File: src/rtl/tcphop_pkg.sv
// TCP header parser package: transaction types, header offsets and option kinds.
package tcphop_pkg;

   typedef struct packed {
      logic [7:0] hdr_byte;
      logic       first_byte;
      logic [4:0] addr_len;
   } req_type;

   typedef struct packed {
      logic [15:0] src_port;
      logic [15:0] dst_port;
      logic [7:0]  flag_bits;
      logic [5:0]  header_bytes;
      logic [15:0] max_segment;
      logic        fast_open;
      logic        status;
   } rsp_type;

   localparam logic [5:0] POS_PORT_END = 6'd4;
   localparam logic [5:0] POS_DOFF     = 6'd12;
   localparam logic [5:0] POS_FLAGS    = 6'd13;
   localparam logic [5:0] POS_LAST_MIN = 6'd19;
   localparam logic [5:0] POS_OPT      = 6'd20;
   localparam logic [5:0] HDR_MIN      = 6'd20;
   localparam logic [5:0] POS_MAX      = 6'd60;

   localparam logic [3:0] DOFF_MIN = 4'd5;
   localparam logic [4:0] ALEN_V4  = 5'd4;
   localparam logic [4:0] ALEN_V6  = 5'd16;

   localparam logic [7:0] KIND_EOL       = 8'd0;
   localparam logic [7:0] KIND_NOP       = 8'd1;
   localparam logic [7:0] KIND_MSS       = 8'd2;
   localparam logic [7:0] KIND_ECHO      = 8'd6;
   localparam logic [7:0] KIND_ECHO_RPL  = 8'd7;
   localparam logic [7:0] KIND_TSTAMP    = 8'd8;
   localparam logic [7:0] KIND_POC       = 8'd9;
   localparam logic [7:0] KIND_FASTOPEN  = 8'd34;

   localparam logic [7:0] SKIP_ECHO   = 8'd5;
   localparam logic [7:0] SKIP_TSTAMP = 8'd9;
   localparam logic [7:0] SKIP_POC    = 8'd1;
   localparam logic [7:0] OPT_LEN_MIN = 8'd2;

   localparam int FLAG_SYN = 1;

   localparam logic STATUS_OK  = 1'b0;
   localparam logic STATUS_BAD = 1'b1;

endpackage

File: src/rtl/tcp_header_option_parser.sv
// TCP header and option parser: one header byte per transaction, at most one result per header.
//
// Takes one header byte per cycle; req_ready stays high while the result register is empty or
// being drained, so a full header streams at one byte a clock. All per-byte work (port
// capture, data offset check at byte 12, flags at byte 13 and the SYN option walk from byte
// 20) is a single step of logic ahead of the state registers. A result appears on rsp_ in the
// cycle after the last header byte is taken, or after byte 12 when the offset or address
// length is bad. Bytes outside a header (before the first req_data.first_byte, or after a
// result) are consumed and produce nothing; a new first_byte abandons an unfinished header.
module tcp_header_option_parser (
   input  logic               clock,
   input  logic               reset,
   input  logic               req_valid,
   output logic               req_ready,
   input  tcphop_pkg::req_type req_data,
   output logic               rsp_valid,
   input  logic               rsp_ready,
   output tcphop_pkg::rsp_type rsp_data
);
   import tcphop_pkg::*;

   typedef enum logic [2:0] {
      PH_IDLE,
      PH_KIND,
      PH_LEN,
      PH_SKIP,
      PH_MSSLEN,
      PH_MSSHI,
      PH_MSSLO,
      PH_STOP
   } phase_type;

   logic [5:0]  byte_pos_ff, byte_pos_in;
   logic [5:0]  hdr_len_ff, hdr_len_in;
   phase_type   phase_ff, phase_in;
   logic [7:0]  skip_left_ff, skip_left_in;
   logic [31:0] port_pair_ff, port_pair_in;
   logic [7:0]  flags_ff, flags_in;
   logic [15:0] mss_ff, mss_in;
   logic        fastopen_ff, fastopen_in;
   logic [7:0]  mss_hi_ff, mss_hi_in;
   logic        active_ff, active_in;
   logic        rsp_valid_ff;
   rsp_type     rsp_data_ff, rsp_data_in;
   logic        emit;
   logic        req_take;
   logic [7:0]  b;
   logic [6:0]  pos_next;
   logic [7:0]  skip_dec;

   assign req_ready = !rsp_valid_ff || rsp_ready;
   assign req_take  = req_valid && req_ready;
   assign rsp_valid = rsp_valid_ff;
   assign rsp_data  = rsp_data_ff;
   assign b         = req_data.hdr_byte;

   always_comb begin
      byte_pos_in  = byte_pos_ff;
      hdr_len_in   = hdr_len_ff;
      phase_in     = phase_ff;
      skip_left_in = skip_left_ff;
      port_pair_in = port_pair_ff;
      flags_in     = flags_ff;
      mss_in       = mss_ff;
      fastopen_in  = fastopen_ff;
      mss_hi_in    = mss_hi_ff;
      active_in    = active_ff;
      emit         = 1'b0;
      rsp_data_in  = '0;
      skip_dec     = skip_left_ff - 8'd1;

      if (req_data.first_byte) begin
         byte_pos_in  = '0;
         hdr_len_in   = '0;
         phase_in     = PH_IDLE;
         skip_left_in = '0;
         port_pair_in = '0;
         flags_in     = '0;
         mss_in       = '0;
         fastopen_in  = 1'b0;
         mss_hi_in    = '0;
         active_in    = 1'b1;
      end

      pos_next = {1'b0, byte_pos_in} + 7'd1;

      if (active_in) begin
         if (byte_pos_in < POS_PORT_END) begin
            port_pair_in = {port_pair_in[23:0], b};
         end else if (byte_pos_in == POS_DOFF) begin
            hdr_len_in = {b[7:4], 2'b00};
            if (b[7:4] < DOFF_MIN
                || (req_data.addr_len != ALEN_V4 && req_data.addr_len != ALEN_V6)) begin
               emit        = 1'b1;
               active_in   = 1'b0;
               rsp_data_in = '{src_port: port_pair_in[31:16], dst_port: port_pair_in[15:0],
                               flag_bits: 8'd0, header_bytes: {b[7:4], 2'b00},
                               max_segment: 16'd0, fast_open: 1'b0, status: STATUS_BAD};
            end
         end else if (byte_pos_in == POS_FLAGS) begin
            flags_in = b;
            phase_in = b[FLAG_SYN] ? PH_KIND : PH_IDLE;
         end else if (byte_pos_in >= POS_OPT) begin
            case (phase_ff)
               PH_KIND: begin
                  if (pos_next < {1'b0, hdr_len_in}) begin
                     case (b)
                        KIND_EOL: phase_in = PH_STOP;
                        KIND_NOP: phase_in = PH_KIND;
                        KIND_MSS: phase_in = PH_MSSLEN;
                        KIND_ECHO, KIND_ECHO_RPL: begin
                           skip_left_in = SKIP_ECHO;
                           phase_in     = PH_SKIP;
                        end
                        KIND_TSTAMP: begin
                           skip_left_in = SKIP_TSTAMP;
                           phase_in     = PH_SKIP;
                        end
                        KIND_POC: begin
                           skip_left_in = SKIP_POC;
                           phase_in     = PH_SKIP;
                        end
                        KIND_FASTOPEN: begin
                           fastopen_in = 1'b1;
                           phase_in    = PH_LEN;
                        end
                        default: phase_in = PH_LEN;
                     endcase
                  end
               end
               PH_LEN: begin
                  if (b < OPT_LEN_MIN) begin
                     phase_in = PH_STOP;
                  end else if (b == OPT_LEN_MIN) begin
                     phase_in = PH_KIND;
                  end else begin
                     skip_left_in = b - OPT_LEN_MIN;
                     phase_in     = PH_SKIP;
                  end
               end
               PH_SKIP: begin
                  skip_left_in = skip_dec;
                  if (skip_dec == 8'd0) phase_in = PH_KIND;
               end
               PH_MSSLEN: phase_in = PH_MSSHI;
               PH_MSSHI: begin
                  mss_hi_in = b;
                  phase_in  = PH_MSSLO;
               end
               PH_MSSLO: begin
                  mss_in   = {mss_hi_ff, b};
                  phase_in = PH_KIND;
               end
               default: ;
            endcase
         end

         if (!emit) begin
            if (byte_pos_in >= POS_LAST_MIN && pos_next == {1'b0, hdr_len_in}) begin
               emit        = 1'b1;
               active_in   = 1'b0;
               rsp_data_in = '{src_port: port_pair_in[31:16], dst_port: port_pair_in[15:0],
                               flag_bits: flags_in, header_bytes: hdr_len_in,
                               max_segment: mss_in, fast_open: fastopen_in,
                               status: STATUS_OK};
            end else begin
               byte_pos_in = pos_next[5:0];
            end
         end
      end
   end

   always_ff @(posedge clock) begin
      if (reset) begin
         byte_pos_ff  <= '0;
         hdr_len_ff   <= '0;
         phase_ff     <= PH_IDLE;
         skip_left_ff <= '0;
         port_pair_ff <= '0;
         flags_ff     <= '0;
         mss_ff       <= '0;
         fastopen_ff  <= 1'b0;
         mss_hi_ff    <= '0;
         active_ff    <= 1'b0;
         rsp_valid_ff <= 1'b0;
         rsp_data_ff  <= '0;
      end else begin
         if (req_take) begin
            byte_pos_ff  <= byte_pos_in;
            hdr_len_ff   <= hdr_len_in;
            phase_ff     <= phase_in;
            skip_left_ff <= skip_left_in;
            port_pair_ff <= port_pair_in;
            flags_ff     <= flags_in;
            mss_ff       <= mss_in;
            fastopen_ff  <= fastopen_in;
            mss_hi_ff    <= mss_hi_in;
            active_ff    <= active_in;
         end
         if (req_take && emit) begin
            rsp_valid_ff <= 1'b1;
            rsp_data_ff  <= rsp_data_in;
         end else if (rsp_ready) begin
            rsp_valid_ff <= 1'b0;
         end
      end
   end

`ifndef SYNTHESIS
   a_reject_clean: assert property (@(posedge clock) disable iff (reset)
      rsp_valid_ff && rsp_data_ff.status == STATUS_BAD |->
         rsp_data_ff.flag_bits == 8'd0 && rsp_data_ff.max_segment == 16'd0
         && !rsp_data_ff.fast_open)
      else $error("rejected header carries option or flag data");

   a_ok_len: assert property (@(posedge clock) disable iff (reset)
      rsp_valid_ff && rsp_data_ff.status == STATUS_OK |-> rsp_data_ff.header_bytes >= HDR_MIN)
      else $error("accepted header shorter than minimum");

   a_pos_range: assert property (@(posedge clock) disable iff (reset)
      active_ff |-> byte_pos_ff < POS_MAX)
      else $error("byte position past maximum header length");

   a_walk_late: assert property (@(posedge clock) disable iff (reset)
      active_ff && phase_ff != PH_IDLE |-> byte_pos_ff > POS_FLAGS)
      else $error("option walk started before flags byte");

   a_idle_silent: assert property (@(posedge clock) disable iff (reset)
      req_take && !req_data.first_byte && !active_ff |=>
         rsp_valid_ff == ($past(rsp_valid_ff) && !$past(rsp_ready)))
      else $error("result produced with no header open");
`endif

endmodule

File: config.mk
export PLATFORM = sky130hd
export DESIGN_NAME = tcp_header_option_parser
export DESIGN_NICKNAME = d
export VERILOG_FILES = /design/src/rtl/tcphop_pkg.sv /design/src/rtl/tcp_header_option_parser.sv
export SDC_FILE = /design/constraint.sdc
export NUM_CORES = 1
export LEC_CHECK = 0
export BUFFER_PORTS_ARGS = -buffer_cell sky130_fd_sc_hd__buf_2
export CAP_MARGIN = 20
export CORE_UTILIZATION = 53
export DETAILED_ROUTE_END_ITERATION = 10
export HOLD_SLACK_MARGIN = 0.08
export PLACE_DENSITY_LB_ADDON = 0.3
export SYNTH_ARGS = -nofsm -noshare
export SYNTH_HDL_FRONTEND = slang
export SYNTH_SLANG_ARGS = --single-unit
File: constraint.sdc
create_clock -name clock -period 2.5 [get_ports clock]
set_clock_uncertainty 0.15 [all_clocks]
set_input_delay 0.125 -clock clock [delete_from_list [all_inputs] [get_ports clock]]
set_output_delay 0.125 -clock clock [all_outputs]
set_load 0.02 [all_outputs]
-- Word-level counts from Yosys, hierarchy flattened
Cells that the tools add are included.
- register bits: 154
- bits of input ports: 18
- $add $sub $neg: 3
- $lt $le $gt $ge: 6
- equal/unequal tests: 18
- multiplexer cells: 86
- reduce and logical (&&, ||, !) cells: 12
- operators with widths (kind ; number):
    64-bit two-way mux ; 6
    8-bit two-way mux ; 21
    16-bit two-way mux ; 7
    32-bit two-way mux ; 3
    6-bit two-way mux ; 9
    8-bit case mux with 3 select lines ; 2
    3-bit two-way mux ; 9
    1-bit two-way mux ; 26
    3-bit case mux with 6 select lines ; 1
    8-bit by 3-bit == test with 1-bit output (second input constant) ; 2
    8-bit by 4-bit == test with 1-bit output (second input constant) ; 2
    8-bit logical NOT ; 2
    6-bit by 4-bit == test with 1-bit output (second input constant) ; 2
    6-bit by 5-bit >= comparator with 1-bit output (second input constant) ; 2
    3-bit case mux with 4 select lines ; 1
    3-bit == test (second input constant) ; 3
    8-bit by 1-bit == test with 1-bit output (second input constant) ; 1
    8-bit by 2-bit == test with 1-bit output (second input constant) ; 1
    8-bit by 6-bit == test with 1-bit output (second input constant) ; 1
    8-bit by 2-bit less-than comparator with 1-bit output (second input constant) ; 1
    8-bit by 1-bit subtractor with 8-bit output (second input constant) ; 1
    8-bit by 2-bit subtractor with 8-bit output (second input constant) ; 1
    6-bit by 1-bit adder with 7-bit output (second input constant) ; 1
    7-bit by 6-bit == test with 1-bit output ; 1
    14 further kinds ; 19

-- Logic depth before layout (Yosys ltp)
- word-level depth: 12
- depth in mapped cells: 12
- depth with buffers taken out: 10

-- Worst setup path after synthesis
No wires, ideal clock.
- path kind: input-to-reg
- from: input port req_data[5] in the netlist's numbering
- to: register phase_ff[1]
- data arrival time: 2249 ps
- data required time: 2220 ps
- slack: -28 ps
- cell stages on the path: 12
- path buffers: 3
- path through: inv_1 > clkbuf_1 > clkbuf_1 > buf_1 > nand2_1 > ha_1 > nand2_1 > o21ai_0 > o211ai_1 > and3_1 > o32ai_1 > o31ai_1
- word-level cells in the longest chain between the ends: 10
- ends and longest elaborated chain (element ; line ; text):
    start, declared ; tcp_header_option_parser.sv:15 ; input tcphop_pkg::req_type req_data,
    6-bit two-way mux ; tcp_header_option_parser.sv:72 ; if (req_data.first_byte) begin
    6-bit by 1-bit adder with 7-bit output ; tcp_header_option_parser.sv:85 ; pos_next = {1'b0, byte_pos_in} + 7'd1;
    7-bit by 6-bit less-than comparator with 1-bit output ; tcp_header_option_parser.sv:106 ; if (pos_next < {1'b0, hdr_len_in}) begin
    3-bit two-way mux ; tcp_header_option_parser.sv:106 ;
    3-bit case mux with 6 select lines ; tcp_header_option_parser.sv:104 ; case (phase_ff)
    3-bit two-way mux ; tcp_header_option_parser.sv:103 ; end else if (byte_pos_in >= POS_OPT) begin
    3-bit two-way mux ; tcp_header_option_parser.sv:100 ; end else if (byte_pos_in == POS_FLAGS) begin
    3-bit two-way mux ; tcp_header_option_parser.sv:90 ; end else if (byte_pos_in == POS_DOFF) begin
    3-bit two-way mux ; tcp_header_option_parser.sv:88 ; if (byte_pos_in < POS_PORT_END) begin
    3-bit two-way mux (*) ; tcp_header_option_parser.sv:87 ; if (active_in) begin
    end signal, assigned ; tcp_header_option_parser.sv:191 ; phase_ff <= phase_in;
    end, declared ; tcp_header_option_parser.sv:35 ; phase_type phase_ff, phase_in;
Every way passes the cells marked *; elsewhere a longest branch is shown, timed or not.
A chain may end at the register's enable or synchronous reset.

-- Worst setup path in the final report
- from: register byte_pos_ff[1]
- to: register skip_left_ff[1]
- word-level cells in the longest chain between the ends: 10
- ends and longest elaborated chain (element ; line ; text):
    start, declared ; tcp_header_option_parser.sv:33 ; logic [5:0] byte_pos_ff, byte_pos_in;
    start signal, assigned ; tcp_header_option_parser.sv:189 ; byte_pos_ff <= byte_pos_in;
    6-bit two-way mux (*) ; tcp_header_option_parser.sv:72 ;
    6-bit by 1-bit adder with 7-bit output ; tcp_header_option_parser.sv:85 ;
    7-bit by 6-bit less-than comparator with 1-bit output ; tcp_header_option_parser.sv:106 ;
    8-bit two-way mux ; tcp_header_option_parser.sv:106 ;
    8-bit case mux with 3 select lines ; tcp_header_option_parser.sv:104 ;
    8-bit two-way mux ; tcp_header_option_parser.sv:103 ;
    8-bit two-way mux ; tcp_header_option_parser.sv:100 ;
    8-bit two-way mux ; tcp_header_option_parser.sv:90 ;
    8-bit two-way mux (*) ; tcp_header_option_parser.sv:88 ;
    8-bit two-way mux (*) ; tcp_header_option_parser.sv:87 ;
    end signal, assigned ; tcp_header_option_parser.sv:192 ; skip_left_ff <= skip_left_in;
    end, declared ; tcp_header_option_parser.sv:36 ; logic [7:0] skip_left_ff, skip_left_in;
Marked as above.

==> results.md <==
STA:
- The final setup violation count is between 70 and 80.
- For the pin with the worst max-slew slack, the measured transition is between 0.9 and 1 ns.
- The share of the clock period used by the worst path after layout is 105%.
- The number of max-slew violations in the final report came to 0.
- Setup repair after global routing could not meet its margin everywhere.
- The routed design could run at a clock period as short as ~2.6 ns.
- In the post-route analysis, the smallest setup slack over all paths is -0.124 ns.
- Measured against its own limit, the worst slew margin works out to about a third.
- The number of hold-slack violations in the final timing report came to 0.
- The timing-limited maximum frequency is approximately 380 MHz.

Yosys:
- Yosys mapped the design onto between 60 and 70 distinct sky130hd cell types.
- The xor-xnor portion of the synthesized cell area is 2.24%.
- The synthesized netlist cell count is about 900.
- The post-synthesis share of cell area spent on and, or, nand and nor gates is between 20% and 30%.
- Sequential elements use between 40 and 50% of the synthesized area.
- The main combinational cell family by area after synthesis is compound AO/OA/AOI/OAI gates.
- The compound-gate portion of the synthesized area is between 20% and 30%.
- The synthesized netlist devotes under 10% of its cell area to adder and majority cells.
- Of all cell types, the one taking the most synthesized area is sky130_fd_sc_hd__dfxtp_1.
- The net count after synthesis is around 940.
- The post-synthesis average cell area is 8.12 sq um.
- The number of flops mapped to enable cells by yosys is 0.
- The warning count from the yosys run is 0.
- After synthesis, the largest area contributor takes up a little over 40% of total cell area.
- For this run, the leading register cell type out of synthesis is sky130_fd_sc_hd__dfxtp_1.
- Ranked by total cell area, the synthesized netlist is headed by sky130_fd_sc_hd__dfxtp_1 42%, sky130_fd_sc_hd__a21oi_1 7.7%, sky130_fd_sc_hd__nand3_1 5.0%, sky130_fd_sc_hd__nand2_1 4.0%, sky130_fd_sc_hd__nor2_1 3.3%.
- The synthesized netlist occupies a cell area of about 0.0074 sq mm.
- Counting flops and latches in the post-synthesis netlist gives roughly 150.
- Counting flops with an async set or reset pin after synthesis yields a share of 0%.
- Multiplexer cells account for between 1 and 1.5% of the synthesized area.

Min path:
- The worst hold path passes through 5 cells.
- The worst min-delay path startpoint is req_data[5].
- For hold timing, the worst endpoint is byte_pos_ff[3].
- The tightest min-delay check is of the input pin to flip-flop type.

Floorplan:
- The core box area is 0.0135 sq mm.
- Measured along the y axis, the die boundary spans 120 um.
- The number of placement rows is between 40 and 50.
- The die covers approximately 0.014 sq mm.
- The effective utilization at floorplan is around 55%.
- The chip width is between 100 and 150 um.
- In this run the count of I/O pins placed on the die edge is between 80 and 90.

Worst setup path:
- The worst-path cell with the longest stage delay is sky130_fd_sc_hd__dfxtp_2.
- The category of the worst setup path capture point is a flip-flop.
- The class of the most critical setup path is flip-flop to flip-flop.
- On the worst path, the slowest cell contributes a delay of just under 0.4 ns.
- STA puts the critical path data arrival time at around 2.8 ns.
- Traced cell by cell, the critical path runs through nand3_1, or3_4, a21oi_2, ha_1, a311oi_4, buf_4, nand4_1, a211oi_1, nor3_1.
- For flop-to-flop paths, the worst setup slack is -0.12 ns.
- The largest driver fanout on the critical path is 6.
- The worst register-to-register path ends at skip_left_ff[1].
- The worst register-to-register path begins at byte_pos_ff[1].
- The number of cell instances on the worst register-to-register path is 9.
- The kind of start point of the critical path is a flip-flop.
- The data required time at the worst endpoint is between 2 and 3 ns.

Clock tree:
- In this run the clock root is driven by a sky130_fd_sc_hd__clkbuf_16.
- The TritonCTS clock tree is built.
- In this run the number of H-tree levels came out at 4.
- At the later pin of the worst-skew pair, clock insertion delay measures 0.43 ns.
- The clock slew seen by the registers of the worst setup and hold paths is ~0.060 ns.
- The maximum clock path buffer count is 2.
- The number of buffers added by the clock tree synthesis step is 17.
- The number of clock sinks seen by CTS is about 150.

Final layout:
- Counting the fill cells in the layout gives around 1100.
- 0 antenna diodes ended up in the layout.
- Leaving out fill and tap cells, the most frequent cell in the layout is sky130_fd_sc_hd__dfxtp_1.
- The count of nets after finishing is ~1000.
- After routing the design area is 0.00934 sq mm.
- The top cell types in the final layout, fill and taps aside, are 149 x sky130_fd_sc_hd__dfxtp_1, 107 x sky130_fd_sc_hd__a21oi_1, 82 x sky130_fd_sc_hd__buf_2, 77 x sky130_fd_sc_hd__nand2_1, 72 x sky130_fd_sc_hd__nand3_1.
- Of the cells placed in the final design, the portion with a size suffix greater than 1 is between 20% and 30%.
- The area added between synthesis and finish is 25.9%.

Placed design:
- The half-perimeter wire length after placement is 14.1 mm.
- The congestion estimate from routability-driven global placement came to 0.945.
- At the placement stage, the worst setup path has a slack of -0.127 ns.
- Summing all placed instances gives a cell area of roughly 0.0083 sq mm.
- Input and output buffers added on the ports amount to 83.

Power and ir drop:
- The net switching share of the total power is a little under a quarter.
- The power share of the combinational group is 7.6%.
- The power density relative to cell area is just over 600 mW/mm^2.
- The cell leakage power is about 3.5 nW.
- The clock network accounts for 48.4% of the total power.
- The maximum resistive drop on vdd is 420 uV.
- Internal power comes to approximately 4.3 mW.
- The overall power is approximately 5.7 mW.
- The power spent charging and discharging nets is 1.37 mW.
- Registers are responsible for between 40% and 50% of the overall power.

Drt:
- The number of violations reported at the end of detailed-routing iteration 0 is 775.
- The post-detailed-route count of antenna-violating nets is 0.
- The via density per instance is 6.14.
- Dividing the detail-routed wire length by the instance count gives about 18 um.
- The DRC violation count after routing is 0.
- The first TritonRoute pass finished after 7 iterations.
- The via count is 7446.
- The routed design has approximately 22 mm of wire.

GRT:
- The first-pass GRT wire length is approximately 34 mm.
- The global route total overflow is 0.
- The initial antenna violation count is 0.
- The number of global-route vias before repair is between 6000 and 7000.
- The largest net degree at the start of global routing is between 80 and 90.
- The global routing usage summed across all routing layers is roughly 30%.

Status:
- The flow ran to the end, but the final reports show violations.
- The final reports fail on setup timing.

Run:
- Across the run, the number of max-cap violations was 0.
==> cell usage after synthesis (6+ instances only) <==
cell                        count
sky130_fd_sc_hd__a211oi_1      31
sky130_fd_sc_hd__a21boi_0       7
sky130_fd_sc_hd__a21oi_1      114
sky130_fd_sc_hd__a22oi_1       14
sky130_fd_sc_hd__a31oi_1        8
sky130_fd_sc_hd__and2_1         9
sky130_fd_sc_hd__and3_1         6
sky130_fd_sc_hd__buf_1          7
sky130_fd_sc_hd__buf_2         12
sky130_fd_sc_hd__clkbuf_1      64
sky130_fd_sc_hd__dfxtp_1      154
sky130_fd_sc_hd__ha_1           7
sky130_fd_sc_hd__inv_1         16
sky130_fd_sc_hd__mux2i_1        7
sky130_fd_sc_hd__nand2_1       79
sky130_fd_sc_hd__nand2b_1       6
sky130_fd_sc_hd__nand3_1       74
sky130_fd_sc_hd__nand4_1        9
sky130_fd_sc_hd__nor2_1        65
sky130_fd_sc_hd__nor2b_1        8
sky130_fd_sc_hd__nor3_1        10
sky130_fd_sc_hd__nor3b_1       19
sky130_fd_sc_hd__nor4_1         8
sky130_fd_sc_hd__o21ai_0       46
sky130_fd_sc_hd__o21ai_1       14
sky130_fd_sc_hd__o22ai_1        6
sky130_fd_sc_hd__o2bb2ai_1     20
sky130_fd_sc_hd__xnor2_1        9
sky130_fd_sc_hd__xor2_1        10
==> cell families after synthesis <==
group	after synthesis
AOI/OAI and AO/OA	302
xor gates and xnor gates	19
adders and majority gates	7
buffers and inverters	104
DFF	154
muxes	8
and+or+nand+nor	320
==> per-stage QoR <==
| stage | utilization [%] | hold WS, ns | TNS (ns) | instances |
|---|---|---|---|---|
| after global routing | 69.4 | 0.156 | -11.64 | 1212 |
| after CTS | 67.5 | 0.107 | -1.02 | 1203 |
| after global placement | 61.6 | 0.288 | -1.21 | 1158 |
| after detailed placement | 61.6 | 0.292 | -2.26 | 1158 |
| final | 69.4 | 0.112 | -3.30 | 1212 |
| after floorplan | - | 0.211 | 0 | 914 |
==> worst max-delay path, delay by kind of cell (launching register included) <==
family	cells	cell delay (ns)
AO/OA/AOI/OAI	3	0.74
adder cells (fa/ha/maj)	1	0.29
AND/OR/NAND/NOR	4	0.76
flip-flops	1	0.39
buffers and inverters	1	0.17
==> layout make-up <==
type                            instances  area (sq um)  area share, %
Clock buffer                           20           447           4.78
Clock inverter                         12           186           2.00
Inverter                               16          60.1          0.643
Multi-Input combinational cell        656          4070           43.5
Sequential cell                       154          3090           33.1
Tap cell                              176           220           2.36
Timing Repair Buffer                  178          1270           13.6
==> sequential cells by signal, indices dropped and copies added, names as in the netlist, 3 cells and up <==
register and flops:
phase_ff 3, hdr_len_ff 6, skip_left_ff 8, rsp_data 64, mss_hi_ff 8, byte_pos_ff 6
port_pair_ff 32, mss_ff 16, flags_ff 8
==> power groups by stage <==
stage	combinational [mW]	clock [mW]	sequential [mW]
after floorplan	0.263	0	2.56
after global placement	0.388	0	2.57
after detailed placement	0.390	0	2.57
after CTS	0.408	2.78	2.52
after global routing	0.463	2.88	2.52
final	0.431	2.76	2.52
==> worst max-delay path by stage <==
stage	start	end	slack, ns	cells past startpoint
after floorplan	byte_pos_ff[0]	skip_left_ff[1]	0.01	9
after global placement	byte_pos_ff[1]	phase_ff[0]	-0.16	9
after detailed placement	byte_pos_ff[1]	phase_ff[2]	-0.13	9
after CTS	byte_pos_ff[1]	rsp_data[53]	-0.08	8
after global routing	byte_pos_ff[1]	skip_left_ff[1]	-0.24	9
final	byte_pos_ff[1]	skip_left_ff[1]	-0.12	9
==> per-layer routing <==
metal	vias up	GRT usage, %	share of wire (%)
met4	0	10.5	2.5
met5	-	0	0
met2	348	46.0	45
li1	3537	-	-
met1	3510	42.1	44
met3	51	5.52	8.0
==> repair_timing <==
action / CTS / global route
hold endpoints to repair: 30 / 0
buffers inserted: 2 / 6
setup endpoints to repair: 81 / 89
cloned: 0 / 3
hold buffers: 11 / 0
resized for setup: 10 / 65
pin swaps: 1 / 8
Power figures use the tool's default switching activity.
